$ cat src/rtl/rmq_pkg.sv
// shared types and constants for the rotation matrix to quaternion block
`default_nettype none

package rmq_pkg;

  // default fraction bits of every matrix entry and quaternion component
  localparam int FRAC_DEF = 16;
  // width of one matrix entry or quaternion component
  localparam int FW = 18;
  // width of a sum or difference of two entries
  localparam int NW = FW + 1;
  // quotient bits resolved by the divider chain
  localparam int QB = FW + 1;

  // root width at the default fraction bits
  localparam int MW_DEF = (FRAC_DEF > FW) ? FRAC_DEF : FW;
  localparam int SQ_RTW_DEF = (MW_DEF + 2 + FRAC_DEF + 1) / 2;
  localparam int DV_DW_DEF = SQ_RTW_DEF + 1;

  // saturation limits
  localparam logic [FW-1:0] Q_MAX = {1'b0, {(FW-1){1'b1}}};
  localparam logic [QB-1:0] Q_LIM = {2'b01, {(QB-2){1'b0}}};

  // component that takes the square root
  typedef enum logic [1:0] {
    SEL_X,
    SEL_Y,
    SEL_Z,
    SEL_W
  } sel_t;

  // side data riding along the square root chain
  typedef struct packed {
    sel_t                  sel;
    logic                  bad;
    logic [2:0]            neg;
    logic [2:0][NW-1:0]    mag;
  } sq_meta_t;

  // side data riding along the divider chain
  typedef struct packed {
    sel_t                  sel;
    logic                  bad;
    logic [2:0]            neg;
    logic [2:0]            ovf;
    logic [FW-1:0]         rq;
  } dv_meta_t;

endpackage

`default_nettype wire

$ cat src/rtl/rmq_sqrt_cell.sv
// one step of the digit-by-digit square root: one root bit per cell
`default_nettype none

module rmq_sqrt_cell import rmq_pkg::*; #(
  parameter int RTW = SQ_RTW_DEF,
  parameter int AW  = $bits(sq_meta_t)
) (
  input  wire logic             clk,
  input  wire logic             rst,
  input  wire logic             en,
  input  wire logic             vi,
  input  wire logic [2*RTW-1:0] rad_i,
  input  wire logic [RTW+1:0]   rem_i,
  input  wire logic [RTW-1:0]   root_i,
  input  wire logic [AW-1:0]    aux_i,
  output logic                  vo,
  output logic [2*RTW-1:0]      rad_o,
  output logic [RTW+1:0]        rem_o,
  output logic [RTW-1:0]        root_o,
  output logic [AW-1:0]         aux_o
);

  localparam int RMW = RTW + 2;
  localparam int TW  = RTW + 4;

  logic [TW-1:0] cur;
  logic [TW-1:0] trial;
  logic          fit;

  // bring in the next two radicand bits and try the next root bit
  always_comb begin
    cur   = {rem_i, rad_i[2*RTW-1 -: 2]};
    trial = TW'({root_i, 2'b01});
    fit   = cur >= trial;
  end

  // valid
  always_ff @(posedge clk) begin
    if (rst) begin
      vo <= 1'b0;
    end else if (en) begin
      vo <= vi;
    end
  end

  // payload
  always_ff @(posedge clk) begin
    if (en) begin
      rad_o  <= {rad_i[2*RTW-3:0], 2'b00};
      rem_o  <= fit ? RMW'(cur - trial) : cur[RMW-1:0];
      root_o <= {root_i[RTW-2:0], fit};
      aux_o  <= aux_i;
    end
  end

endmodule

`default_nettype wire

$ cat config.mk
export PLATFORM = sky130hd
export DESIGN_NAME = rmq_sqrt_cell
export DESIGN_NICKNAME = d
export VERILOG_FILES = /design/src/rtl/rmq_pkg.sv /design/src/rtl/rmq_sqrt_cell.sv
export SDC_FILE = /design/constraint.sdc
export NUM_CORES = 1
export LEC_CHECK = 0
export BUFFER_PORTS_ARGS = -buffer_cell sky130_fd_sc_hd__buf_2
export CELL_PAD_IN_SITES_DETAIL_PLACEMENT = 1
export CELL_PAD_IN_SITES_GLOBAL_PLACEMENT = 1
export CORE_MARGIN = 5
export CORE_UTILIZATION = 36
export CTS_CLUSTER_DIAMETER = 60
export DETAILED_ROUTE_END_ITERATION = 12
export HOLD_SLACK_MARGIN = 0.06
export PLACE_DENSITY = 0.84
export SYNTH_ARGS = -nofsm -noshare
export SYNTH_HDL_FRONTEND = slang
export SYNTH_SLANG_ARGS = --single-unit
$ cat constraint.sdc
create_clock -name clk -period 3.25 [get_ports clk]
set_clock_uncertainty 0.1 [all_clocks]
set_input_delay 0.1625 -clock clk [delete_from_list [all_inputs] [get_ports clk]]
set_output_delay 0.1625 -clock clk [all_outputs]
set_load 0.01 [all_outputs]
==> run metrics, run 1 <==
Hold Path Class=in2reg; total design power=5.24 mW; upper clock frequency limit=325 MHz; # hold bufs at CTS=135; number of design-rule violations left by the first detailed-router iteration=329; Period Utilization, post-route=94.6%; number of top-level pins=279; first-pass GRT wire length=35,700 um; post-synthesis cell type count=50; part of the power in registers=41.8%; sequential share of the synthesized area=73.1%; Setup crit start kind=primary input; antenna violations before repair=4; Post-Synthesis Cells=334; Avg Cell Area, Syn=16.7 um2; count of vias placed by the detailed router=4,909; flip-flop cell with the highest count after synthesis=sky130_fd_sc_hd__edfxtp_1; clock root buffer=sky130_fd_sc_hd__clkbuf_16; aggregate negative setup slack=0 ps; Worst-Skew Late Latency=420 ps; placed inst area=7170 um2; Async SR Flop Fraction=0%; share of total power in combinational logic=17.8%; number of buffers added on ports=276; # nets final=923; final core utilization=60.2%; final period demand of the worst path=3080 ps; TritonCTS clock tree=yes; Die H=134 um; total CTS buffers=17; count of maximum capacitance violations=0; number of enable flip-flop cells after synthesis=135; GRT Total Usage=27.2%; switching share of power=26.4%; Final Setup Violations=0; largest driver fanout on the critical path=21; Tightest Pin Transition=508 ps; setup repair bufs after CTS=0; horizontal die dimension=134 um; design internal power=3.86 mW; Final Cell Area=9160 um2; Syn Std Cell Area=5580 um2; die area=18,100 um2; leakage power of the design=4.00 nW; number of flip-flops and latches in the synthesized netlist=136; commonest cells after routing, fill and taps aside=sky130_fd_sc_hd__buf_2, sky130_fd_sc_hd__edfxtp_1, sky130_fd_sc_hd__dlygate4sd3_1; Max Transition Viols Final=0; power density normalized to cell area=572 nW/um2; final number of hold-violating endpoints=0; portion of synthesized cell area occupied by the leading cell type=72.7%; Std-Cell Core Area=15,200 um2; post-synthesis to final-layout area growth=64.2%; Sink Count=136; clock input transition at the sequential cells of the worst setup and hold paths=70 ps; first-pass iteration count of the detailed router=5; DP Wirelength=14,200 um; maximum VDD drop=0.000407 V; Filler cells=1,560; Initial Utilization=36.7%; GRT overflow=0; CTS H-tree depth=4; detailed-route wire length per cell=25.5 um; clock network fraction of design power=40.3%; result of the run=complete, no violations; Slew headroom=65.7%; arrival time reported for the critical path endpoint=3150 ps; quantity of gates resized following cts=0; setup slack of the most critical reg-to-reg path=1920 ps; Total Wirelength=24,600 um; fraction of final layout cells sized beyond drive strength 1=43.5%; required time at the endpoint of the critical path=3320 ps; library cell with the largest summed area after synthesis=sky130_fd_sc_hd__edfxtp_1; RSZ-0062 raised after global routing=false; Setup CP Type=in2reg; Avg Vias per Cell=5.08; post-route ant nets=0; critical path capture point type=flop; GP Congestion=0.808; net switching component of the power=1.38 mW; number of buffers on the longest clock path=2; top cells by area, synth=sky130_fd_sc_hd__edfxtp_1, sky130_fd_sc_hd__mux2_4, sky130_fd_sc_hd__ha_1; via count of the first global-routing pass=5,412; Warnings, synthesis=0; Remaining DRCs=0; largest net degree at the start of global routing=47; most common cell after layout, fill and taps aside=sky130_fd_sc_hd__buf_2; FP Rows=45
==> stage by stage <==
step	worst slack [ps]	hold WS [ps]	instances
6_report	174	68.0	966
5_1_grt	53.5	82.0	966
4_1_cts	231	69.0	962
3_5_place_dp	342	241	796
3_3_place_gp	463	223	796
2_1_floorplan	841	135	335
==> worst paths after layout <==
check / end / cells past startpoint / startpoint
worst min register to register: vo / 3 / vo
worst max register to register: vo / 3 / vo
worst max-delay path: rem_o[7] / 10 / root_i[10]
worst min-delay path: rem_o[18] / 1 / en
==> cell families (layout without fill, tap and decap cells) <==
kind of cell / after synthesis / count (layout) / synth area share (%)
DFF: 136 / 136 / 73.1
AOI/OAI and AO/OA: 53 / 53 / 6.64
and+or+nand+nor: 53 / 53 / 4.94
buffers and inverters: 32 / 471 / 2.67
muxes: 21 / 21 / 5.32
adders and majority gates: 20 / 20 / 4.49
xor gates and xnor gates: 18 / 18 / 2.83
other: 1 / 6 / 0.0672
==> per-layer routing <==
layer / vias to the layer above / track usage, % / wire (um)
met3: 93 / 10.0 / 2260
met4: 2 / 14.5 / 1270
met1: 2375 / 27.9 / 8460
li1: 2131 / - / -
met5: - / 0 / 13
met2: 308 / 48.5 / 12600
==> Yosys cell counts, types with 2 or more instances <==
master / instances
sky130_fd_sc_hd__edfxtp_1: 135
sky130_fd_sc_hd__inv_1: 26
sky130_fd_sc_hd__ha_1: 20
sky130_fd_sc_hd__mux2_4: 17
sky130_fd_sc_hd__a21oi_1: 16
sky130_fd_sc_hd__nor2_1: 16
sky130_fd_sc_hd__xor2_1: 10
sky130_fd_sc_hd__nand2_1: 9
sky130_fd_sc_hd__o21ai_0: 8
sky130_fd_sc_hd__xnor2_1: 8
sky130_fd_sc_hd__nand3_1: 6
sky130_fd_sc_hd__a211oi_1: 5
sky130_fd_sc_hd__nor3_1: 5
sky130_fd_sc_hd__nor4_1: 5
sky130_fd_sc_hd__o21a_1: 4
sky130_fd_sc_hd__mux2i_1: 3
sky130_fd_sc_hd__nand2_2: 3
sky130_fd_sc_hd__o31ai_1: 3
sky130_fd_sc_hd__a221oi_1: 2
sky130_fd_sc_hd__buf_4: 2
sky130_fd_sc_hd__o211ai_1: 2
==> cell type report <==
class / instances / area [um2] / share of cell area, %
repair buffers: 414 / 2760 / 30.2
clock buffers: 17 / 425 / 4.65
clock inverters: 14 / 196 / 2.15
flip-flops and latches: 136 / 4070 / 44.5
multi-input cells: 167 / 1360 / 14.8
inverters: 26 / 97.6 / 1.07
diodes: 4 / 10.0 / 0.109
well taps: 188 / 235 / 2.57
==> sequential cells by signal (all words and copies together) (netlist names) <==
| name | count |
|---|---|
| rem_o | 20 |
| aux_o | 63 |
| rad_o | 34 |
| root_o | 18 |
| vo | 1 |
==> power by group through the flow <==
stage	Clock, mW	Combinational, mW	Sequential (mW)
6_report	2.11	0.935	2.19
5_1_grt	2.22	0.995	2.20
4_1_cts	2.09	0.902	2.18
3_5_place_dp	0	0.761	2.21
3_3_place_gp	0	0.731	2.19
2_1_floorplan	0	0.304	2.29
==> worst max-delay path: stages <==
cell,delay (ps)
sky130_fd_sc_hd__dlygate4sd3_1,570
sky130_fd_sc_hd__buf_2,140
sky130_fd_sc_hd__inv_1,60
sky130_fd_sc_hd__ha_1,380
sky130_fd_sc_hd__a21oi_1,260
sky130_fd_sc_hd__a21boi_0,130
sky130_fd_sc_hd__a311o_2,400
sky130_fd_sc_hd__a21oi_2,230
sky130_fd_sc_hd__a211o_4,440
sky130_fd_sc_hd__mux2_4,350
Power figures use the tool's default switching activity.
==> inputs of run 2 (changes only) <==
--- a/config.mk
+++ b/config.mk
@@ -16,2 +16,3 @@
 export PLACE_DENSITY = 0.84
+export REMOVE_ABC_BUFFERS = 1
 export SYNTH_ARGS = -nofsm -noshare
==> constraint.sdc (replaced) <==
create_clock -name clk -period 3.25 [get_ports clk]
set_clock_uncertainty 0.1 [all_clocks]
set_input_delay 0.325 -clock clk [delete_from_list [all_inputs] [get_ports clk]]
set_output_delay 0.325 -clock clk [all_outputs]
set_load 0.01 [all_outputs]
==> run metrics, run 2 (synthesis results as in run 1) <==
commonest cells after routing, fill and taps aside=sky130_fd_sc_hd__buf_2, sky130_fd_sc_hd__edfxtp_1, sky130_fd_sc_hd__dlygate4sd3_1; total CTS buffers=17; number of buffers on the longest clock path=2; Final Worst Setup Slack=124 ps; Tightest Pin Transition=913 ps; Die H=134 um; setup repair bufs after CTS=0; Setup crit start kind=primary input; top register by number of flip-flops=aux_o; crit-path leading delay family=compound AO/OA/AOI/OAI gates; CTS H-tree depth=4; via count of the first global-routing pass=5,082; Std-Cell Core Area=15,200 um2; GRT overflow=0; Hold Path Class=in2reg; detailed-route wire length per cell=24.4 um; upper clock frequency limit=320 MHz; Max stage delay on crit path=530 ps; r2r endpoint=vo; first-pass iteration count of the detailed router=4; startpoint of the lowest-slack register-to-register path=vo; largest net degree at the start of global routing=82; Worst-Skew Late Latency=420 ps; required time at the endpoint of the critical path=3320 ps; startpoint of the tightest hold check path=vi; result of the run=complete, no violations; DP Wirelength=14,100 um; hold path endpoint=vo; count of maximum capacitance violations=0; leakage power of the design=3.93 nW; post-route ant nets=0; Sink Count=136; clock root buffer=sky130_fd_sc_hd__clkbuf_16; aggregate negative setup slack=0 ps; GRT Total Usage=24.7%; met3 wire len=1570 um; met1 wire length=8740 um; number of top-level pins=279; hold path depth=3; topmost layer with routed signal wires=met4; Worst Reg-to-Reg Cells=2; power density normalized to cell area=581 nW/um2; antenna violations before repair=0; arrival time reported for the critical path endpoint=3190 ps; setup slack of the most critical reg-to-reg path=2530 ps; most common cell after layout, fill and taps aside=sky130_fd_sc_hd__buf_2; final number of hold-violating endpoints=0; largest registers=aux_o (63), rad_o (34), rem_o (20); Avg Vias per Cell=5.03; FP Rows=45; Slew headroom=38.5%; max FFs per register=63; fraction of final layout cells sized beyond drive strength 1=44.8%; Setup CP Type=in2reg; TritonCTS clock tree=yes; number of buffers added on ports=276; horizontal die dimension=134 um; Filler cells=1,535; # nets final=903; largest driver fanout on the critical path=6; die area=18,100 um2; GP Congestion=0.826; critical path, cell by cell=dlygate4sd3_1 -> buf_2 -> inv_1 -> ha_1 -> a21o_2 -> a221oi_1 -> o21ai_0 -> a21oi_2 -> a211o_2 -> mux2_4; critical-path cell with the highest stage delay=sky130_fd_sc_hd__dlygate4sd3_1; Period Utilization, post-route=96.2%; first-pass GRT wire length=33,100 um; count of vias placed by the detailed router=4,740; critical path capture point type=flop; Total Wirelength=22,900 um; Remaining DRCs=0; Final Cell Area=9000 um2; RSZ-0062 raised after global routing=false; placed inst area=7170 um2; number of design-rule violations left by the first detailed-router iteration=352; post-synthesis to final-layout area growth=61.3%; Max Transition Viols Final=0; total buffers and inverters traversed by the critical path=3; final period demand of the worst path=3130 ps; met2 wire len=11,900 um; clock input transition at the sequential cells of the worst setup and hold paths=70 ps; Initial Utilization=36.7%; maximum VDD drop=0.000449 V; pre-CTS WS=181 ps; Final Setup Violations=0
-- run 2: changes by cell type in the layout (fill, tap and decap cells not counted), sizes merged, moves of 2 or more --
cell,delta
dlygate4sd3,-20
diode,-3
a211o,+2
buf,-2
inv,-2
-- run 2: what timing repair did --
| item | 4_1_cts | 5_1_grt |
|---|---|---|
| resized for setup | 0 | 4 |
| endpoints found under the setup margin | 0 | 18 |
| endpoints found under the hold margin | 115 | 0 |
| hold buffers | 115 | 0 |
-- run 2: worst max path at each step --
| stage | start | cells past startpoint | slack [ps] | endpoint |
|---|---|---|---|---|
| floorplan | root_i[10] | 8 | 590 | rem_o[19] |
| global placement | root_i[7] | 9 | 300 | rem_o[19] |
| detailed placement | root_i[7] | 9 | 180 | rem_o[19] |
| CTS | root_i[7] | 10 | 90 | rem_o[19] |
| global route | root_i[13] | 10 | 9 | rem_o[18] |
| finish | root_i[13] | 10 | 120 | rem_o[18] |
-- run 2: stage by stage --
step,util (%),hold slack [ps],std cells,power [mW]
floorplan,-,297,329,2.59
global route,59.2,116,941,5.42
CTS,58.9,86.3,939,5.17
detailed placement,47.2,397,794,2.97
global placement,47.2,373,794,2.93
finish,59.2,93.7,942,5.23
-- run 2: where the power goes --
group / total [mW] / internal, mW / leakage [nW] / switching [mW]
sequential: 2.18 / 2.13 / 1.33 / 0.0594
combinational: 0.912 / 0.436 / 2.30 / 0.476
clock: 2.13 / 1.35 / 0.302 / 0.777
total: 5.23 / 3.92 / 3.93 / 1.31
-- run 2: worst register-to-register path, cell delays in order, from the launching register on --
cell,delay (ps)
sky130_fd_sc_hd__dfxtp_1,320
sky130_fd_sc_hd__mux2i_1,130
sky130_fd_sc_hd__nor2_1,60
-- run 2: final cells by class --
cell class | instances | area, um2 | share of cell area [%]
sequential | 136 | 4070 | 45.3
timing repair buffer | 392 | 2560 | 28.4
antenna | 1 | 2.50 | 0.0278
inverter | 26 | 97.6 | 1.08
tap | 188 | 235 | 2.61
clock buffer | 18 | 429 | 4.77
clock inverter | 12 | 201 | 2.24
multi-input combinational | 169 | 1400 | 15.5
-- run 2: layer usage --
| metal | GRT usage (%) | up-vias |
|---|---|---|
| li1 | - | 2095 |
| met1 | 28.4 | 2342 |
| met2 | 44.2 | 259 |
| met3 | 6.52 | 44 |
| met4 | 9.28 | 0 |
| met5 | 0 | - |
==> inputs of run 3 (changes only) <==
SETUP_SLACK_MARGIN = 0.4   (was unset)
==> run metrics, run 3 (synthesis results as in run 1) <==
result of the run=complete, no violations; first-pass GRT wire length=34,200 um; Period Utilization, post-route=82.4%; post-route ant nets=0; Std-Cell Core Area=15,200 um2; leakage power of the design=3.91 nW; RSZ-0062 raised after global routing=false; GRT overflow=0; via count of the first global-routing pass=5,285; startpoint of the tightest hold check path=rem_i[2]; Sink Count=136; Setup CP Type=in2reg; Initial Utilization=36.7%; final standard cell count with taps included and fillers excluded=941; Worst-Skew Late Latency=420 ps; GRT Total Usage=25.4%; maximum VDD drop=0.000374 V; Tightest Pin Transition=801 ps; Die H=134 um; post-synthesis to final-layout area growth=60.6%; DP Wirelength=14,100 um; largest registers=aux_o (63), rad_o (34), rem_o (20); design internal power=3.91 mW; fraction of final layout cells sized beyond drive strength 1=44.3%; number of design-rule violations left by the first detailed-router iteration=364; Final Setup Violations=0; count of maximum capacitance violations=0; detailed-route wire length per cell=24.7 um; clock input transition at the sequential cells of the worst setup and hold paths=60 ps; share of total power in combinational logic=17.4%; Slew headroom=46.6%; number of buffers added on ports=276; largest driver fanout on the critical path=21; horizontal die dimension=134 um; Remaining DRCs=0; upper clock frequency limit=374 MHz; number of top-level pins=279; setup repair bufs after CTS=0; max FFs per register=63; critical path capture point type=flop; die area=18,100 um2; FP Rows=45; critical path launch point=root_i[7]; first-pass iteration count of the detailed router=4; most common cell after layout, fill and taps aside=sky130_fd_sc_hd__buf_2; clock network fraction of design power=40.7%; number of cells after detailed placement=794; clock root buffer=sky130_fd_sc_hd__clkbuf_16; combined flip-flop and latch cell area=4070 um2; largest net degree at the start of global routing=82; part of the power in registers=41.9%; startpoint of the lowest-slack register-to-register path=vo; number of buffers on the longest clock path=2; antenna violations before repair=2; TritonCTS clock tree=yes; final number of hold-violating endpoints=0; # nets final=901; switching share of power=25.0%; aggregate negative setup slack=0 ps; Avg Vias per Cell=5.12; Total Wirelength=23,300 um; total CTS buffers=17; CTS H-tree depth=4; total area of multi-input combinational cells=1360 um2; GP Congestion=0.826; commonest cells after routing, fill and taps aside=sky130_fd_sc_hd__buf_2, sky130_fd_sc_hd__edfxtp_1, sky130_fd_sc_hd__dlygate4sd3_1; Max Transition Viols Final=0; setup slack of the most critical reg-to-reg path=2490 ps; final period demand of the worst path=2680 ps; power density normalized to cell area=582 nW/um2; top register by number of flip-flops=aux_o; arrival time reported for the critical path endpoint=2740 ps; Hold Path Class=in2reg; Filler cells=1,549; required time at the endpoint of the critical path=3310 ps; count of vias placed by the detailed router=4,817; Setup crit start kind=primary input; net switching component of the power=1.30 mW
run 3: worst max-delay path: stages:
cell and delay [ps]:
sky130_fd_sc_hd__buf_2 110, sky130_fd_sc_hd__inv_1 60, sky130_fd_sc_hd__ha_1 390, sky130_fd_sc_hd__a21oi_1 230
sky130_fd_sc_hd__o21ai_1 130, sky130_fd_sc_hd__a311o_2 440, sky130_fd_sc_hd__a21oi_2 230, sky130_fd_sc_hd__a211o_4 440
sky130_fd_sc_hd__mux2_2 380
run 3: final cells by class:
cell class | instances | share of cell area, %
flip-flops and latches | 136 | 45.5
clock buffers | 18 | 4.79
inverters | 26 | 1.09
clock inverters | 12 | 2.25
well taps | 188 | 2.63
multi-input cells | 167 | 15.2
diodes | 2 | 0.0559
repair buffers | 392 | 28.6
run 3: final timing paths:
| path | end | cells after the start |
|---|---|---|
| min reg2reg | vo | 2 |
| min | rem_o[4] | 2 |
| max reg2reg | vo | 2 |
| max | rem_o[19] | 9 |
run 3: stage by stage:
step	hold slack, ps	cell area, um2	setup slack, ps	utilization, %	power, mW
2_1_floorplan	297	5530	591	-	2.59
3_3_place_gp	373	7170	297	47.2	2.93
3_5_place_dp	397	7170	181	47.2	2.97
4_1_cts	86.3	8950	634	58.9	5.17
5_1_grt	117	8960	451	58.9	5.40
6_report	126	8960	573	58.9	5.21
run 3: power by group through the flow:
stage | clock, mW | sequential [mW] | combinational [mW]
2_1_floorplan | 0 | 2.29 | 0.294
3_3_place_gp | 0 | 2.19 | 0.732
3_5_place_dp | 0 | 2.21 | 0.760
4_1_cts | 2.12 | 2.17 | 0.879
5_1_grt | 2.24 | 2.20 | 0.963
6_report | 2.12 | 2.19 | 0.907
run 3: metal layers:
| metal | part of all wire (%) | global-route usage, % | up-vias |
|---|---|---|---|
| met4 | 2.5 | 8.43 | 0 |
| met5 | 0 | 0 | - |
| li1 | - | - | 2079 |
| met3 | 7.3 | 7.68 | 45 |
| met2 | 54 | 47.0 | 248 |
| met1 | 37 | 27.7 | 2445 |
run 3: what timing repair did:
item,CTS,global route
gates resized for setup,0,0
hold buffers,115,0
hold endpoints to repair,115,0
