### src/rtl/rmq_pkg.sv
// shared types and constants for the rotation matrix to quaternion block
`default_nettype none

package rmq_pkg;

  // default fraction bits of every matrix entry and quaternion component
  localparam int FRAC_DEF = 16;
  // width of one matrix entry or quaternion component
  localparam int FW = 18;
  // width of a sum or difference of two entries
  localparam int NW = FW + 1;
  // quotient bits resolved by the divider chain
  localparam int QB = FW + 1;

  // root width at the default fraction bits
  localparam int MW_DEF = (FRAC_DEF > FW) ? FRAC_DEF : FW;
  localparam int SQ_RTW_DEF = (MW_DEF + 2 + FRAC_DEF + 1) / 2;
  localparam int DV_DW_DEF = SQ_RTW_DEF + 1;

  // saturation limits
  localparam logic [FW-1:0] Q_MAX = {1'b0, {(FW-1){1'b1}}};
  localparam logic [QB-1:0] Q_LIM = {2'b01, {(QB-2){1'b0}}};

  // component that takes the square root
  typedef enum logic [1:0] {
    SEL_X,
    SEL_Y,
    SEL_Z,
    SEL_W
  } sel_t;

  // side data riding along the square root chain
  typedef struct packed {
    sel_t                  sel;
    logic                  bad;
    logic [2:0]            neg;
    logic [2:0][NW-1:0]    mag;
  } sq_meta_t;

  // side data riding along the divider chain
  typedef struct packed {
    sel_t                  sel;
    logic                  bad;
    logic [2:0]            neg;
    logic [2:0]            ovf;
    logic [FW-1:0]         rq;
  } dv_meta_t;

endpackage

`default_nettype wire

### src/rtl/rmq_div_cell.sv
// one restoring division step for three lanes sharing a divisor
`default_nettype none

module rmq_div_cell import rmq_pkg::*; #(
  parameter int DW = DV_DW_DEF,
  parameter int AW = $bits(dv_meta_t)
) (
  input  wire logic                 clk,
  input  wire logic                 rst,
  input  wire logic                 en,
  input  wire logic                 vi,
  input  wire logic [DW-1:0]        den_i,
  input  wire logic [2:0][DW-1:0]   rem_i,
  input  wire logic [2:0][QB-1:0]   dvd_i,
  input  wire logic [2:0][QB-1:0]   q_i,
  input  wire logic [AW-1:0]        aux_i,
  output logic                      vo,
  output logic [DW-1:0]             den_o,
  output logic [2:0][DW-1:0]        rem_o,
  output logic [2:0][QB-1:0]        dvd_o,
  output logic [2:0][QB-1:0]        q_o,
  output logic [AW-1:0]             aux_o
);

  logic [2:0][DW:0]   t;
  logic [2:0]         fit;
  logic [2:0][DW-1:0] rem_next;

  // shift in one dividend bit per lane and subtract where it fits
  always_comb begin
    for (int l = 0; l < 3; l++) begin
      t[l]        = {rem_i[l], dvd_i[l][QB-1]};
      fit[l]      = t[l] >= {1'b0, den_i};
      rem_next[l] = fit[l] ? DW'(t[l] - {1'b0, den_i}) : t[l][DW-1:0];
    end
  end

  // valid
  always_ff @(posedge clk) begin
    if (rst) begin
      vo <= 1'b0;
    end else if (en) begin
      vo <= vi;
    end
  end

  // payload
  always_ff @(posedge clk) begin
    if (en) begin
      den_o <= den_i;
      aux_o <= aux_i;
      for (int l = 0; l < 3; l++) begin
        rem_o[l] <= rem_next[l];
        dvd_o[l] <= {dvd_i[l][QB-2:0], 1'b0};
        q_o[l]   <= {q_i[l][QB-2:0], fit[l]};
      end
    end
  end

endmodule

`default_nettype wire

### config.mk
export PLATFORM = sky130hd
export DESIGN_NAME = rmq_div_cell
export DESIGN_NICKNAME = d
export VERILOG_FILES = /design/src/rtl/rmq_pkg.sv /design/src/rtl/rmq_div_cell.sv
export SDC_FILE = /design/constraint.sdc
export NUM_CORES = 1
export LEC_CHECK = 0
export BUFFER_PORTS_ARGS = -buffer_cell sky130_fd_sc_hd__buf_4
export CORE_AREA = 3 3 171 173
export DETAILED_ROUTE_END_ITERATION = 6
export DIE_AREA = 0 0 174 176
export PLACE_DENSITY = 0.63
export SYNTH_ARGS = -nofsm -noshare
export SYNTH_HDL_FRONTEND = slang
export SYNTH_SLANG_ARGS = --single-unit
### constraint.sdc
create_clock -name clk -period 6.15 [get_ports clk]
set_clock_uncertainty 0.1 [all_clocks]
set_input_delay 0.615 -clock clk [delete_from_list [all_inputs] [get_ports clk]]
set_output_delay 0.615 -clock clk [all_outputs]
set_load 0.01 [all_outputs]
==> results_tabular.tex, run 1 <==
\begin{tabular}{lr}
\hline
Metric & Value \\
\hline
\multicolumn{2}{l}{\textbf{Synthesis}} \\
\quad Number of enable-type register cells in the synthesized netlist & around 210 \\
\quad Netlist cell types & roughly 70 \\
\quad Fraction of registers with async set or reset after synthesis & 0\% \\
\quad Cell type with the largest total area after synthesis & sky130\_fd\_sc\_hd\_\_edfxtp\_1 \\
\quad Number of synthesis warnings & 0 \\
\quad Share of the yosys chip area belonging to registers & between 60\% and 70\% \\
\quad Mean post-synth cell area & roughly 13 sq um \\
\quad Cell Area, Synth & between 10000 and 15000 sq um \\
\quad Cell types with the largest area share after synthesis & sky130\_fd\_sc\_hd\_\_edfxtp\_1 62\%, sky130\_fd\_sc\_hd\_\_ha\_1 6.9\%, sky130\_fd\_sc\_hd\_\_a21oi\_1 3.0\% \\
\quad Area fraction of the dominant cell type after synthesis & $\sim$62\% \\
\quad Count of mapped cells out of synthesis & around 800 \\
\quad Synthesized flop and latch total & approximately 220 \\
\quad Dominant synthesized flop cell & sky130\_fd\_sc\_hd\_\_edfxtp\_1 \\
\multicolumn{2}{l}{\textbf{Detailed routing}} \\
\quad Count of antenna-violating nets left after detailed routing & 0 \\
\quad Routed via count divided by cell count & 4.95 \\
\quad Detailed-route wire length & approximately 33 mm \\
\quad DRC marker count from the first detailed-route iteration & between 600 and 700 \\
\quad DRC & 0 \\
\quad First-pass detailed-route iteration total & 4 \\
\quad Vias & 8073 \\
\quad Routed wirelength normalized by instance count & between 20 and 25 um \\
\multicolumn{2}{l}{\textbf{Placement}} \\
\quad Dpl hpwl & $\sim$26 mm \\
\quad Cell count after placement & roughly 1600 \\
\quad Final weighted congestion of routability-driven global placement & just under 0.9 \\
\quad Total placed instance area & about 14000 sq um \\
\quad Total of buffers placed on input and output ports & between 400 and 500 \\
\quad Post-place setup slack & 2240 ps \\
\multicolumn{2}{l}{\textbf{Floorplan}} \\
\quad Vertical die dimension & approximately 180 um \\
\quad Horizontal die dimension & about 170 um \\
\quad Count of standard-cell rows & between 60 and 70 \\
\quad Starting density of the core & between 30\% and 40\% \\
\quad Area of the core & around 28000 sq um \\
\quad Total die area & between 30000 and 40000 sq um \\
\quad Number of placed I/O pins & between 400 and 500 \\
\multicolumn{2}{l}{\textbf{Power}} \\
\quad Max VDD drop & approximately 0.00026 V \\
\quad Logic gate share of total power & $\sim$22\% \\
\quad Fraction of power consumed by the clock network & 35.3\% \\
\quad Flop pwr share & between 40\% and 50\% \\
\quad Ratio of total power to cell area & 289 nW/um\^{}2 \\
\quad Design internal power & $\sim$3100 uW \\
\quad Switching Fraction & 26.0\% \\
\quad Standby leakage power & between 0.006 and 0.007 uW \\
\quad Switching power & around 1100 uW \\
\multicolumn{2}{l}{\textbf{Critical path}} \\
\quad Capturing element type of the critical path & register \\
\quad Worst endpoint data arrival time & $\sim$3500 ps \\
\quad Critical path's largest stage delay & $\sim$480 ps \\
\quad CP required & $\sim$6300 ps \\
\quad Critical setup path kind & primary input to register \\
\quad Series of cell instances along the critical path & buf\_4 > inv\_1 > ha\_1 > a21o\_1 > a21o\_1 > o21ai\_0 > a21oi\_1 > nor2\_2 > buf\_4 > inv\_2 > mux2\_4 \\
\quad Crit path launch type & primary input \\
\quad Biggest fanout along the worst timing path & 17 \\
\quad Slowest cell on the critical path & sky130\_fd\_sc\_hd\_\_nor2\_2 \\
\quad Crit path max-delay family & compound AO/OA/AOI/OAI gates \\
\quad Critical path buffers and inverters & 4 \\
\multicolumn{2}{l}{\textbf{Clock network}} \\
\quad CTS root buf & sky130\_fd\_sc\_hd\_\_clkbuf\_16 \\
\quad Post\_cts resized & 0 \\
\quad Max H-tree Level & 1 \\
\quad Hold buffers post-CTS & 0 \\
\quad Cts bufs inserted & 24 \\
\quad Clock edge transition at the registers on the reported setup and hold paths & around 70 ps \\
\quad Clk sink count & 215 \\
\quad Setup bufs post-CTS & 0 \\
\quad CTS Buffer Depth & 3 \\
\quad CTS tree & done \\
\quad Latest clock arrival within the worst-skew pair & a little over 500 ps \\
\multicolumn{2}{l}{\textbf{Run}} \\
\quad Reported max-cap violation count & 0 \\
\multicolumn{2}{l}{\textbf{STA}} \\
\quad FMAX & 301 MHz \\
\quad Final setup slack of the worst path & 2830 ps \\
\quad Max Slew Vio Count & 0 \\
\quad Post-layout minimum cycle time & 3320 ps \\
\quad Slew at the pin with the worst max-slew slack & between 1000 and 1500 ps \\
\quad Final period util & a little over half \\
\quad Number of failing hold endpoints at the final stage & 0 \\
\quad Final setup violation count & 0 \\
\quad RSZ-0062 raised after global routing & no \\
\quad Max-slew headroom at the worst pin & between 20 and 30\% \\
\quad Final sum of negative setup slack & 0 ps \\
\quad Final-layout worst hold slack & about 160 ps \\
\multicolumn{2}{l}{\textbf{GRT}} \\
\quad Antenna violations before repair & 0 \\
\quad Number of global-route vias before repair & around 7900 \\
\quad Global-route wire length before repair & 48.4 mm \\
\quad Overflow after GRT & 0 \\
\quad Combined global-route utilization of all metal layers & 20.5\% \\
\quad Pin count of the biggest net entering global routing & between 90 and 100 \\
\multicolumn{2}{l}{\textbf{Cells and area}} \\
\quad Diode insertion count for antenna repair & 0 \\
\quad Cell area after layout & approximately 15000 sq um \\
\quad Layout cells sized above 1 & $\sim$40\% \\
\quad Count of placed standard cells in the final layout, fillers left out & around 1600 \\
\quad Total Nets Final & around 1500 \\
\quad Synth-to-Final Area Change & 42.9\% \\
\multicolumn{2}{l}{\textbf{Run status}} \\
\quad Outcome & finished, final reports clean \\
\multicolumn{2}{l}{\textbf{Worst hold path}} \\
\quad Class of the tightest hold or removal check & primary input to register \\
\hline
\end{tabular}
-- cells by family (layout without fill, tap and decap cells) --
logic type / Yosys count / count (layout) / synth area share, %
xor gates and xnor gates: 42 / 42 / 3.56
muxes: 13 / 13 / 1.50
buffers and inverters: 68 / 518 / 3.01
other: 1 / 3 / 0.0363
adders and majority gates: 60 / 60 / 7.49
and+or+nand+nor: 195 / 195 / 8.99
AOI/OAI and AO/OA: 208 / 208 / 12.9
DFF: 215 / 215 / 62.5
-- synth_stat cells (10+ instances only) --
master	number
sky130_fd_sc_hd__nor2_1	54
sky130_fd_sc_hd__inv_1	36
sky130_fd_sc_hd__ha_1	57
sky130_fd_sc_hd__edfxtp_1	214
sky130_fd_sc_hd__xor2_1	19
sky130_fd_sc_hd__buf_2	17
sky130_fd_sc_hd__o21ai_0	57
sky130_fd_sc_hd__a21o_1	16
sky130_fd_sc_hd__nand2b_1	11
sky130_fd_sc_hd__xnor2_1	23
sky130_fd_sc_hd__a21oi_1	62
sky130_fd_sc_hd__nand3_1	19
sky130_fd_sc_hd__nand4_1	10
sky130_fd_sc_hd__nand2_1	59
-- sequential cells by signal (all words and copies together) (netlist names) --
register	cells
rem_o	57
q_o	57
aux_o	27
dvd_o	54
den_o	19
vo	1
-- layout by cell type, fill, tap and decap left out, types with 6 or more instances in the layout --
cell type / count
sky130_fd_sc_hd__o21ai_0: 57
sky130_fd_sc_hd__o21a_1: 7
sky130_fd_sc_hd__a21oi_1: 62
sky130_fd_sc_hd__nand2b_1: 11
sky130_fd_sc_hd__edfxtp_1: 214
sky130_fd_sc_hd__ha_1: 57
sky130_fd_sc_hd__nor2b_1: 8
sky130_fd_sc_hd__clkbuf_16: 25
sky130_fd_sc_hd__xnor2_1: 23
sky130_fd_sc_hd__nand2_1: 59
sky130_fd_sc_hd__nor3_1: 8
sky130_fd_sc_hd__a211oi_1: 9
sky130_fd_sc_hd__a31oi_1: 6
sky130_fd_sc_hd__buf_4: 435
sky130_fd_sc_hd__o211ai_1: 6
sky130_fd_sc_hd__o21ai_1: 7
sky130_fd_sc_hd__a21o_1: 16
sky130_fd_sc_hd__inv_1: 36
sky130_fd_sc_hd__nand3_1: 19
sky130_fd_sc_hd__nand4_1: 10
sky130_fd_sc_hd__xor2_1: 19
sky130_fd_sc_hd__nor2_1: 54
-- worst paths after layout --
| path | cells past startpoint | slack [ps] | endpoint | startpoint |
|---|---|---|---|---|
| worst max-delay path | 11 | 2830 | rem_o[26] | den_i[11] |
| worst min-delay path | 2 | 160 | vo | rst |
| worst max register to register | 2 | 5450 | vo | vo |
| worst min register to register | 2 | 420 | vo | vo |
-- routing by layer --
layer  GRT usage [%]  part of all wire, %  vias up
met5               0                    0        -
met4            5.16                  2.4        0
met3            8.22                   11       46
met2            35.7                   50      318
met1            23.7                   37     3829
li1                -                    -     3880
-- layout make-up --
cell class,count,area [sq um]
Sequential cell,215,6450
Inverter,38,143
Timing Repair Buffer,436,3280
Multi-Input combinational cell,521,3570
Tap cell,378,473
Clock buffer,29,641
Clock inverter,15,190
Fill cell,2484,13000
-- metrics by stage --
step / util [%] / total power (uW)
5_1_grt: 53.1 / 4450
3_5_place_dp: 50.1 / 2790
6_report: 53.1 / 4250
3_3_place_gp: 50.1 / 2770
4_1_cts: 53.1 / 4310
2_1_floorplan: - / 2310
-- power groups by stage --
stage          registers (uW)  logic [uW]  clock network (uW)
2_1_floorplan            1940         367                   0
6_report                 1840         915                1500
4_1_cts                  1840         923                1550
3_5_place_dp             1870         920                   0
3_3_place_gp             1860         911                   0
5_1_grt                  1850         995                1610
Note: power is estimated with default switching activity, not from simulation.
==> run 2, diff against run 1 <==
- CORE_AREA: 3 3 171 173 -> 3 3 170 172
- DIE_AREA: 0 0 174 176 -> 0 0 173 175
- PLACE_DENSITY: 0.63 -> 0.64
- clock period: 6.15 -> 3.4 ns (I/O delays scaled with it)
==> run 2 against run 1 <==
  * Via count is 9.8% higher
  * Worst setup slack worse by 2600 ps
  * Clock power is 81% higher
  * Global-route usage is 2.4 points higher
  * Critical endpoint is now rem_o[4]
  * Largest power group unchanged
==> results_tabular.tex, run 2 (synthesis results as in run 1) <==
\begin{tabular}{lr}
\hline
Metric & Value \\
\hline
\multicolumn{2}{l}{\textbf{Detailed routing}} \\
\quad Detailed-route wire length & about 36 mm \\
\quad DRC marker count from the first detailed-route iteration & between 500 and 600 \\
\quad First-pass detailed-route iteration total & 5 \\
\quad Routed via count divided by cell count & 4.91 \\
\quad Routed wirelength normalized by instance count & approximately 20 um \\
\quad Vias & 8865 \\
\quad Count of antenna-violating nets left after detailed routing & 0 \\
\quad DRC & 0 \\
\multicolumn{2}{l}{\textbf{Run}} \\
\quad Reported max-cap violation count & 0 \\
\multicolumn{2}{l}{\textbf{Worst hold path}} \\
\quad Hold wc startpoint & rem\_i[55] \\
\quad Class of the tightest hold or removal check & primary input to register \\
\multicolumn{2}{l}{\textbf{Floorplan}} \\
\quad Count of standard-cell rows & between 60 and 70 \\
\quad Starting density of the core & 37.3\% \\
\quad Number of placed I/O pins & between 400 and 500 \\
\quad Total die area & 30300 sq um \\
\quad Vertical die dimension & between 150 and 200 um \\
\quad Area of the core & around 28000 sq um \\
\quad Horizontal die dimension & between 150 and 200 um \\
\multicolumn{2}{l}{\textbf{Clock network}} \\
\quad Clk sink count & about 220 \\
\quad Setup bufs post-CTS & 0 \\
\quad Hold buffers post-CTS & approximately 160 \\
\quad CTS root buf & sky130\_fd\_sc\_hd\_\_clkbuf\_16 \\
\quad Latest clock arrival within the worst-skew pair & $\sim$500 ps \\
\quad CTS tree & done \\
\quad Post\_cts resized & 0 \\
\quad Clock edge transition at the registers on the reported setup and hold paths & around 60 ps \\
\quad Cts bufs inserted & 25 \\
\quad Max H-tree Level & 1 \\
\quad CTS Buffer Depth & 3 \\
\multicolumn{2}{l}{\textbf{Critical path}} \\
\quad CP required & approximately 3600 ps \\
\quad Critical setup path kind & primary input to register \\
\quad Worst setup path start & den\_i[0] \\
\quad Crit path launch type & primary input \\
\quad Critical path's largest stage delay & 540 ps \\
\quad RR Startpoint & vo \\
\quad Worst endpoint data arrival time & 3290 ps \\
\quad Capturing element type of the critical path & register \\
\quad Critical path buffers and inverters & 3 \\
\quad Slowest cell on the critical path & sky130\_fd\_sc\_hd\_\_dlygate4sd3\_1 \\
\quad Series of cell instances along the critical path & dlygate4sd3\_1 > buf\_4 > ha\_1 > fa\_1 > nand2b\_1 > a21oi\_1 > o21ai\_2 > o21ai\_1 > a211o\_1 > buf\_12 > mux2\_2 \\
\quad Biggest fanout along the worst timing path & 30 \\
\quad Crit path max-delay family & buffers and inverters \\
\multicolumn{2}{l}{\textbf{Cells and area}} \\
\quad Layout cells sized above 1 & 35.8\% \\
\quad Highest-count cells in the layout ignoring fill and taps & 439 x sky130\_fd\_sc\_hd\_\_buf\_4, 214 x sky130\_fd\_sc\_hd\_\_edfxtp\_1, 161 x sky130\_fd\_sc\_hd\_\_dlygate4sd3\_1 \\
\quad Count of placed standard cells in the final layout, fillers left out & roughly 1800 \\
\quad Total Nets Final & 1686 \\
\quad Number of fill cells & 2186 \\
\quad Leading registers by flop count & q\_o x57, rem\_o x57, dvd\_o x54 \\
\quad Most common cell after layout, fill and taps aside & sky130\_fd\_sc\_hd\_\_buf\_4 \\
\quad Synth-to-Final Area Change & 59.4\% \\
\quad Cell area after layout & 16400 sq um \\
\multicolumn{2}{l}{\textbf{Power}} \\
\quad Ratio of total power to cell area & 480 nW/um\^{}2 \\
\quad Max VDD drop & about 0.00034 V \\
\quad Post-route total power & 7900 uW \\
\quad Standby leakage power & $\sim$0.0070 uW \\
\multicolumn{2}{l}{\textbf{STA}} \\
\quad Final setup violation count & 0 \\
\quad Final sum of negative setup slack & 0 ps \\
\quad Slew at the pin with the worst max-slew slack & about 600 ps \\
\quad Number of failing hold endpoints at the final stage & 0 \\
\quad Max-slew headroom at the worst pin & approximately 60\% \\
\quad Final period util & 92.3\% \\
\quad FMAX & about 320 MHz \\
\quad RSZ-0062 raised after global routing & no \\
\quad Max Slew Vio Count & 0 \\
\quad Post-layout minimum cycle time & about 3100 ps \\
\multicolumn{2}{l}{\textbf{GRT}} \\
\quad Number of global-route vias before repair & 8956 \\
\quad Global-route wire length before repair & around 54 mm \\
\quad Pin count of the biggest net entering global routing & 79 \\
\quad Overflow after GRT & 0 \\
\quad Antenna violations before repair & 4 \\
\quad Combined global-route utilization of all metal layers & 22.9\% \\
\multicolumn{2}{l}{\textbf{Placement}} \\
\quad Cell count after placement & 1595 \\
\quad Total placed instance area & between 10000 and 15000 sq um \\
\quad Total of buffers placed on input and output ports & 432 \\
\quad Final weighted congestion of routability-driven global placement & 0.908 \\
\quad Dpl hpwl & between 20 and 30 mm \\
\multicolumn{2}{l}{\textbf{Run status}} \\
\quad Outcome & finished, final reports clean \\
\hline
\end{tabular}
==> run 2: cell types whose count changed in the layout (fill, tap and decap cells not counted), moves of 2 or more <==
cell,delta
sky130_fd_sc_hd__buf_12,+3
sky130_fd_sc_hd__clkinv_2,+2
sky130_fd_sc_hd__diode_2,+3
sky130_fd_sc_hd__clkinv_1,+2
sky130_fd_sc_hd__buf_4,+4
sky130_fd_sc_hd__dlygate4sd3_1,+161
sky130_fd_sc_hd__clkinvlp_4,-2
==> run 2: path summary, 6_finish.rpt <==
path | endpoint | slack [ps] | cells past startpoint
setup / recovery | rem_o[4] | 260 | 11
hold / removal | rem_o[56] | 30 | 3
setup reg to reg | vo | 2160 | 3
hold reg to reg | vo | 960 | 3
==> run 2: layout make-up <==
type                    count  area (sq um)  area share, %
diodes                      3          7.51         0.0456
clock buffers              29           641           3.90
clock inverters            16           184           1.12
inverters                  38           143          0.867
multi-input cells         521          3570           21.7
flip-flops and latches    215          6450           39.2
well taps                 378           473           2.88
repair buffers            604          4980           30.3
==> run 2: metal layers <==
| layer | vias up | global-route usage, % | share of wire [%] |
|---|---|---|---|
| met5 | - | 0 | 0.028 |
| met4 | 2 | 8.48 | 4.0 |
| met3 | 72 | 6.50 | 8.1 |
| met2 | 383 | 39.6 | 49 |
| met1 | 4187 | 27.3 | 39 |
| li1 | 4221 | - | - |
==> run 2: where the power goes <==
part | total, uW | internal [uW] | switching [uW]
combinational | 1860 | 936 | 921
clock | 2710 | 1650 | 1060
sequential | 3330 | 3240 | 84.8
total | 7900 | 5830 | 2070
==> run 2: metrics by stage <==
step	hold slack (ps)	util, %	setup WS, ps
4_1_cts	1.08	59.5	344
2_1_floorplan	312	-	846
3_3_place_gp	379	50.7	382
5_1_grt	16.4	59.5	195
3_5_place_dp	397	50.7	356
6_report	26.5	59.5	261
==> run 2: worst min-delay path, stage by stage <==
cell and delay, ps:
sky130_fd_sc_hd__buf_4 90, sky130_fd_sc_hd__nand2_1 40, sky130_fd_sc_hd__o31ai_1 50
==> run 3, diff against run 2 <==
- CORE_AREA: 3 3 170 172 -> not set
- CORE_ASPECT_RATIO: not set -> 0.7
- CORE_MARGIN: not set -> 3
- CORE_UTILIZATION: not set -> 31
- DIE_AREA: 0 0 173 175 -> not set
- PLACE_DENSITY: 0.64 -> 0.55
==> run 3 against run 2 <==
  * Utilization is 8.4 points lower
  * Worst hold slack gained 11 ps
  * Non-clock buffer count up 22
  * First-iteration DRC count did not move
  * Wire length fell by 5.5%
  * Register-to-register slack worse by 50 ps
  * Combinational power is essentially flat
  * Die area grew 17%
  * Sequential power is essentially flat
  * Largest cell class unchanged
  * Highest routed layer is now met4
==> results_tabular.tex, run 3 (synthesis results as in run 1) <==
\begin{tabular}{lr}
\hline
Metric & Value \\
\hline
\multicolumn{2}{l}{\textbf{Run status}} \\
\quad Outcome & finished, final reports clean \\
\multicolumn{2}{l}{\textbf{Power}} \\
\quad Max VDD drop & roughly 0.00035 V \\
\quad Logic gate share of total power & 24.1\% \\
\quad Switching Fraction & 26.8\% \\
\quad Standby leakage power & about 0.007 uW \\
\quad Ratio of total power to cell area & 463 nW/um\^{}2 \\
\quad Flop pwr share & a little over two fifths \\
\quad Fraction of power consumed by the clock network & between 30\% and 40\% \\
\quad Design internal power & between 5000 and 6000 uW \\
\quad Switching power & roughly 2100 uW \\
\multicolumn{2}{l}{\textbf{STA}} \\
\quad Max-slew headroom at the worst pin & a little under two thirds \\
\quad Final sum of negative setup slack & 0 ps \\
\quad Final setup violation count & 0 \\
\quad Number of failing hold endpoints at the final stage & 0 \\
\quad Final-layout worst hold slack & around 38 ps \\
\quad Slew at the pin with the worst max-slew slack & about 540 ps \\
\quad Post-layout minimum cycle time & $\sim$3200 ps \\
\quad Final period util & around 93\% \\
\quad RSZ-0062 raised after global routing & no \\
\quad Max Slew Vio Count & 0 \\
\quad FMAX & roughly 320 MHz \\
\multicolumn{2}{l}{\textbf{Worst hold path}} \\
\quad Class of the tightest hold or removal check & primary input to register \\
\quad Worst Hold Path EP & rem\_o[41] \\
\quad Hold wc startpoint & rem\_i[40] \\
\quad Worst hold path depth & 3 \\
\multicolumn{2}{l}{\textbf{Cells and area}} \\
\quad Area taken by flip-flops and latches & about 6400 sq um \\
\quad Total Nets Final & roughly 1700 \\
\quad Leading registers by flop count & q\_o x57, rem\_o x57, dvd\_o x54 \\
\quad Layout cells sized above 1 & around a third \\
\quad Highest-count cells in the layout ignoring fill and taps & 439 x sky130\_fd\_sc\_hd\_\_buf\_4, 214 x sky130\_fd\_sc\_hd\_\_edfxtp\_1, 184 x sky130\_fd\_sc\_hd\_\_dlygate4sd3\_1 \\
\quad Multi-input logic area & between 3000 and 4000 sq um \\
\quad Most common cell after layout, fill and taps aside & sky130\_fd\_sc\_hd\_\_buf\_4 \\
\quad Synth-to-Final Area Change & 61.3\% \\
\quad Number of fill cells & around 2900 \\
\multicolumn{2}{l}{\textbf{Clock network}} \\
\quad Latest clock arrival within the worst-skew pair & 520 ps \\
\quad Post\_cts resized & 0 \\
\quad CTS root buf & sky130\_fd\_sc\_hd\_\_clkbuf\_16 \\
\quad Clock edge transition at the registers on the reported setup and hold paths & approximately 60 ps \\
\quad CTS tree & done \\
\quad Max H-tree Level & 1 \\
\quad Clk sink count & roughly 220 \\
\quad Cts bufs inserted & 24 \\
\quad CTS Buffer Depth & 3 \\
\multicolumn{2}{l}{\textbf{GRT}} \\
\quad Global-route wire length before repair & between 40 and 50 mm \\
\quad Antenna violations before repair & 2 \\
\quad Overflow after GRT & 0 \\
\quad Pin count of the biggest net entering global routing & 72 \\
\quad Combined global-route utilization of all metal layers & between 15 and 20\% \\
\quad Number of global-route vias before repair & approximately 8500 \\
\multicolumn{2}{l}{\textbf{Critical path}} \\
\quad Critical setup path kind & primary input to register \\
\quad Biggest fanout along the worst timing path & 18 \\
\quad CP required & $\sim$3600 ps \\
\quad Worst setup path start & den\_i[0] \\
\quad Count of cells along the worst register-to-register path & 3 \\
\quad Critical path's largest stage delay & approximately 550 ps \\
\quad Capturing element type of the critical path & register \\
\quad Crit path max-delay family & buffers and inverters \\
\quad Series of cell instances along the critical path & dlygate4sd3\_1 > buf\_4 > ha\_1 > fa\_1 > nand2b\_1 > a21oi\_1 > o21ai\_2 > o21ai\_1 > a211o\_1 > buf\_12 > mux2\_2 \\
\quad Slowest cell on the critical path & sky130\_fd\_sc\_hd\_\_dlygate4sd3\_1 \\
\quad RR Startpoint & vo \\
\quad Worst endpoint data arrival time & between 3000 and 4000 ps \\
\quad Worst r2r dst & vo \\
\quad Critical path buffers and inverters & 3 \\
\quad FF-to-FF setup slack & $\sim$2100 ps \\
\quad Crit path launch type & primary input \\
\multicolumn{2}{l}{\textbf{Placement}} \\
\quad Dpl hpwl & 25.9 mm \\
\quad Total of buffers placed on input and output ports & 432 \\
\quad Final weighted congestion of routability-driven global placement & about 0.86 \\
\multicolumn{2}{l}{\textbf{Floorplan}} \\
\quad Starting density of the core & between 30\% and 40\% \\
\quad Number of placed I/O pins & about 440 \\
\quad Horizontal die dimension & $\sim$220 um \\
\quad Area of the core & approximately 33000 sq um \\
\quad Vertical die dimension & around 160 um \\
\quad Count of standard-cell rows & 55 \\
\quad Total die area & $\sim$36000 sq um \\
\multicolumn{2}{l}{\textbf{Detailed routing}} \\
\quad First-pass detailed-route iteration total & 4 \\
\quad Count of antenna-violating nets left after detailed routing & 0 \\
\quad DRC marker count from the first detailed-route iteration & between 500 and 600 \\
\quad Vias & 8699 \\
\quad DRC & 0 \\
\quad Detailed-route wire length & between 30 and 40 mm \\
\quad Routed via count divided by cell count & approximately 4.6 \\
\quad Routed wirelength normalized by instance count & between 15 and 20 um \\
\multicolumn{2}{l}{\textbf{Run}} \\
\quad Reported max-cap violation count & 0 \\
\hline
\end{tabular}
run 3: changes by cell type in the layout (fill, tap and decap cells not counted), sizes merged:
cell | previous run | this run
clkinvlp | 1 | 3
bufinv | 4 | 1
clkinv | 10 | 7
clkbuf | 29 | 34
dlygate4sd3 | 161 | 184
diode | 3 | 2
buf | 443 | 441
inv | 39 | 38
run 3: per-layer routing:
metal	GRT usage, %	wire length, um
met1	25.8	15400
met2	28.6	15800
met3	4.00	2350
met4	3.93	750
met5	0	0
run 3: layout make-up:
type | instances | share of cell area [%]
Sequential cell | 215 | 38.7
Timing Repair Buffer | 626 | 31.2
Multi-Input combinational cell | 521 | 21.4
Clock buffer | 33 | 4.00
Tap cell | 427 | 3.21
Inverter | 38 | 0.857
Clock inverter | 11 | 0.534
Antenna cell | 2 | 0.0301
run 3: power groups by stage:
stage          combinational, uW  sequential [uW]  clock [uW]
6_report                    1850             3320        2520
5_1_grt                     2010             3350        2730
4_1_cts                     1860             3320        2610
3_5_place_dp                1670             3370           0
3_3_place_gp                1660             3370           0
2_1_floorplan                664             3510           0
run 3: worst min-delay path: stages:
cell	delay [ps]
sky130_fd_sc_hd__buf_4	90
sky130_fd_sc_hd__nand2_1	40
sky130_fd_sc_hd__o21ai_0	70
run 3: how the worst max path moves through the flow:
stage,cells past startpoint,slack (ps),to
floorplan,11,850,rem_o[11]
global placement,11,330,rem_o[23]
detailed placement,10,270,rem_o[53]
CTS,11,280,rem_o[53]
global route,11,70,rem_o[4]
finish,11,240,rem_o[4]
run 3: per-stage QoR:
stage	instance area (sq um)	setup slack (ps)	utilization, %	std cells	power, uW
3_5_place_dp	14000	268	43.1	1643	5050
5_1_grt	16600	65.2	51.1	1872	8090
6_report	16600	235	51.1	1873	7700
4_1_cts	16600	284	51.1	1871	7800
2_1_floorplan	10300	846	-	804	4180
3_3_place_gp	14000	325	43.1	1643	5030
run 3: timing repair:
item	in CTS	in global routing
buffers inserted	0	0
hold endpoints to repair	183	0
hold buffers	184	0
endpoints found under the setup margin	0	0
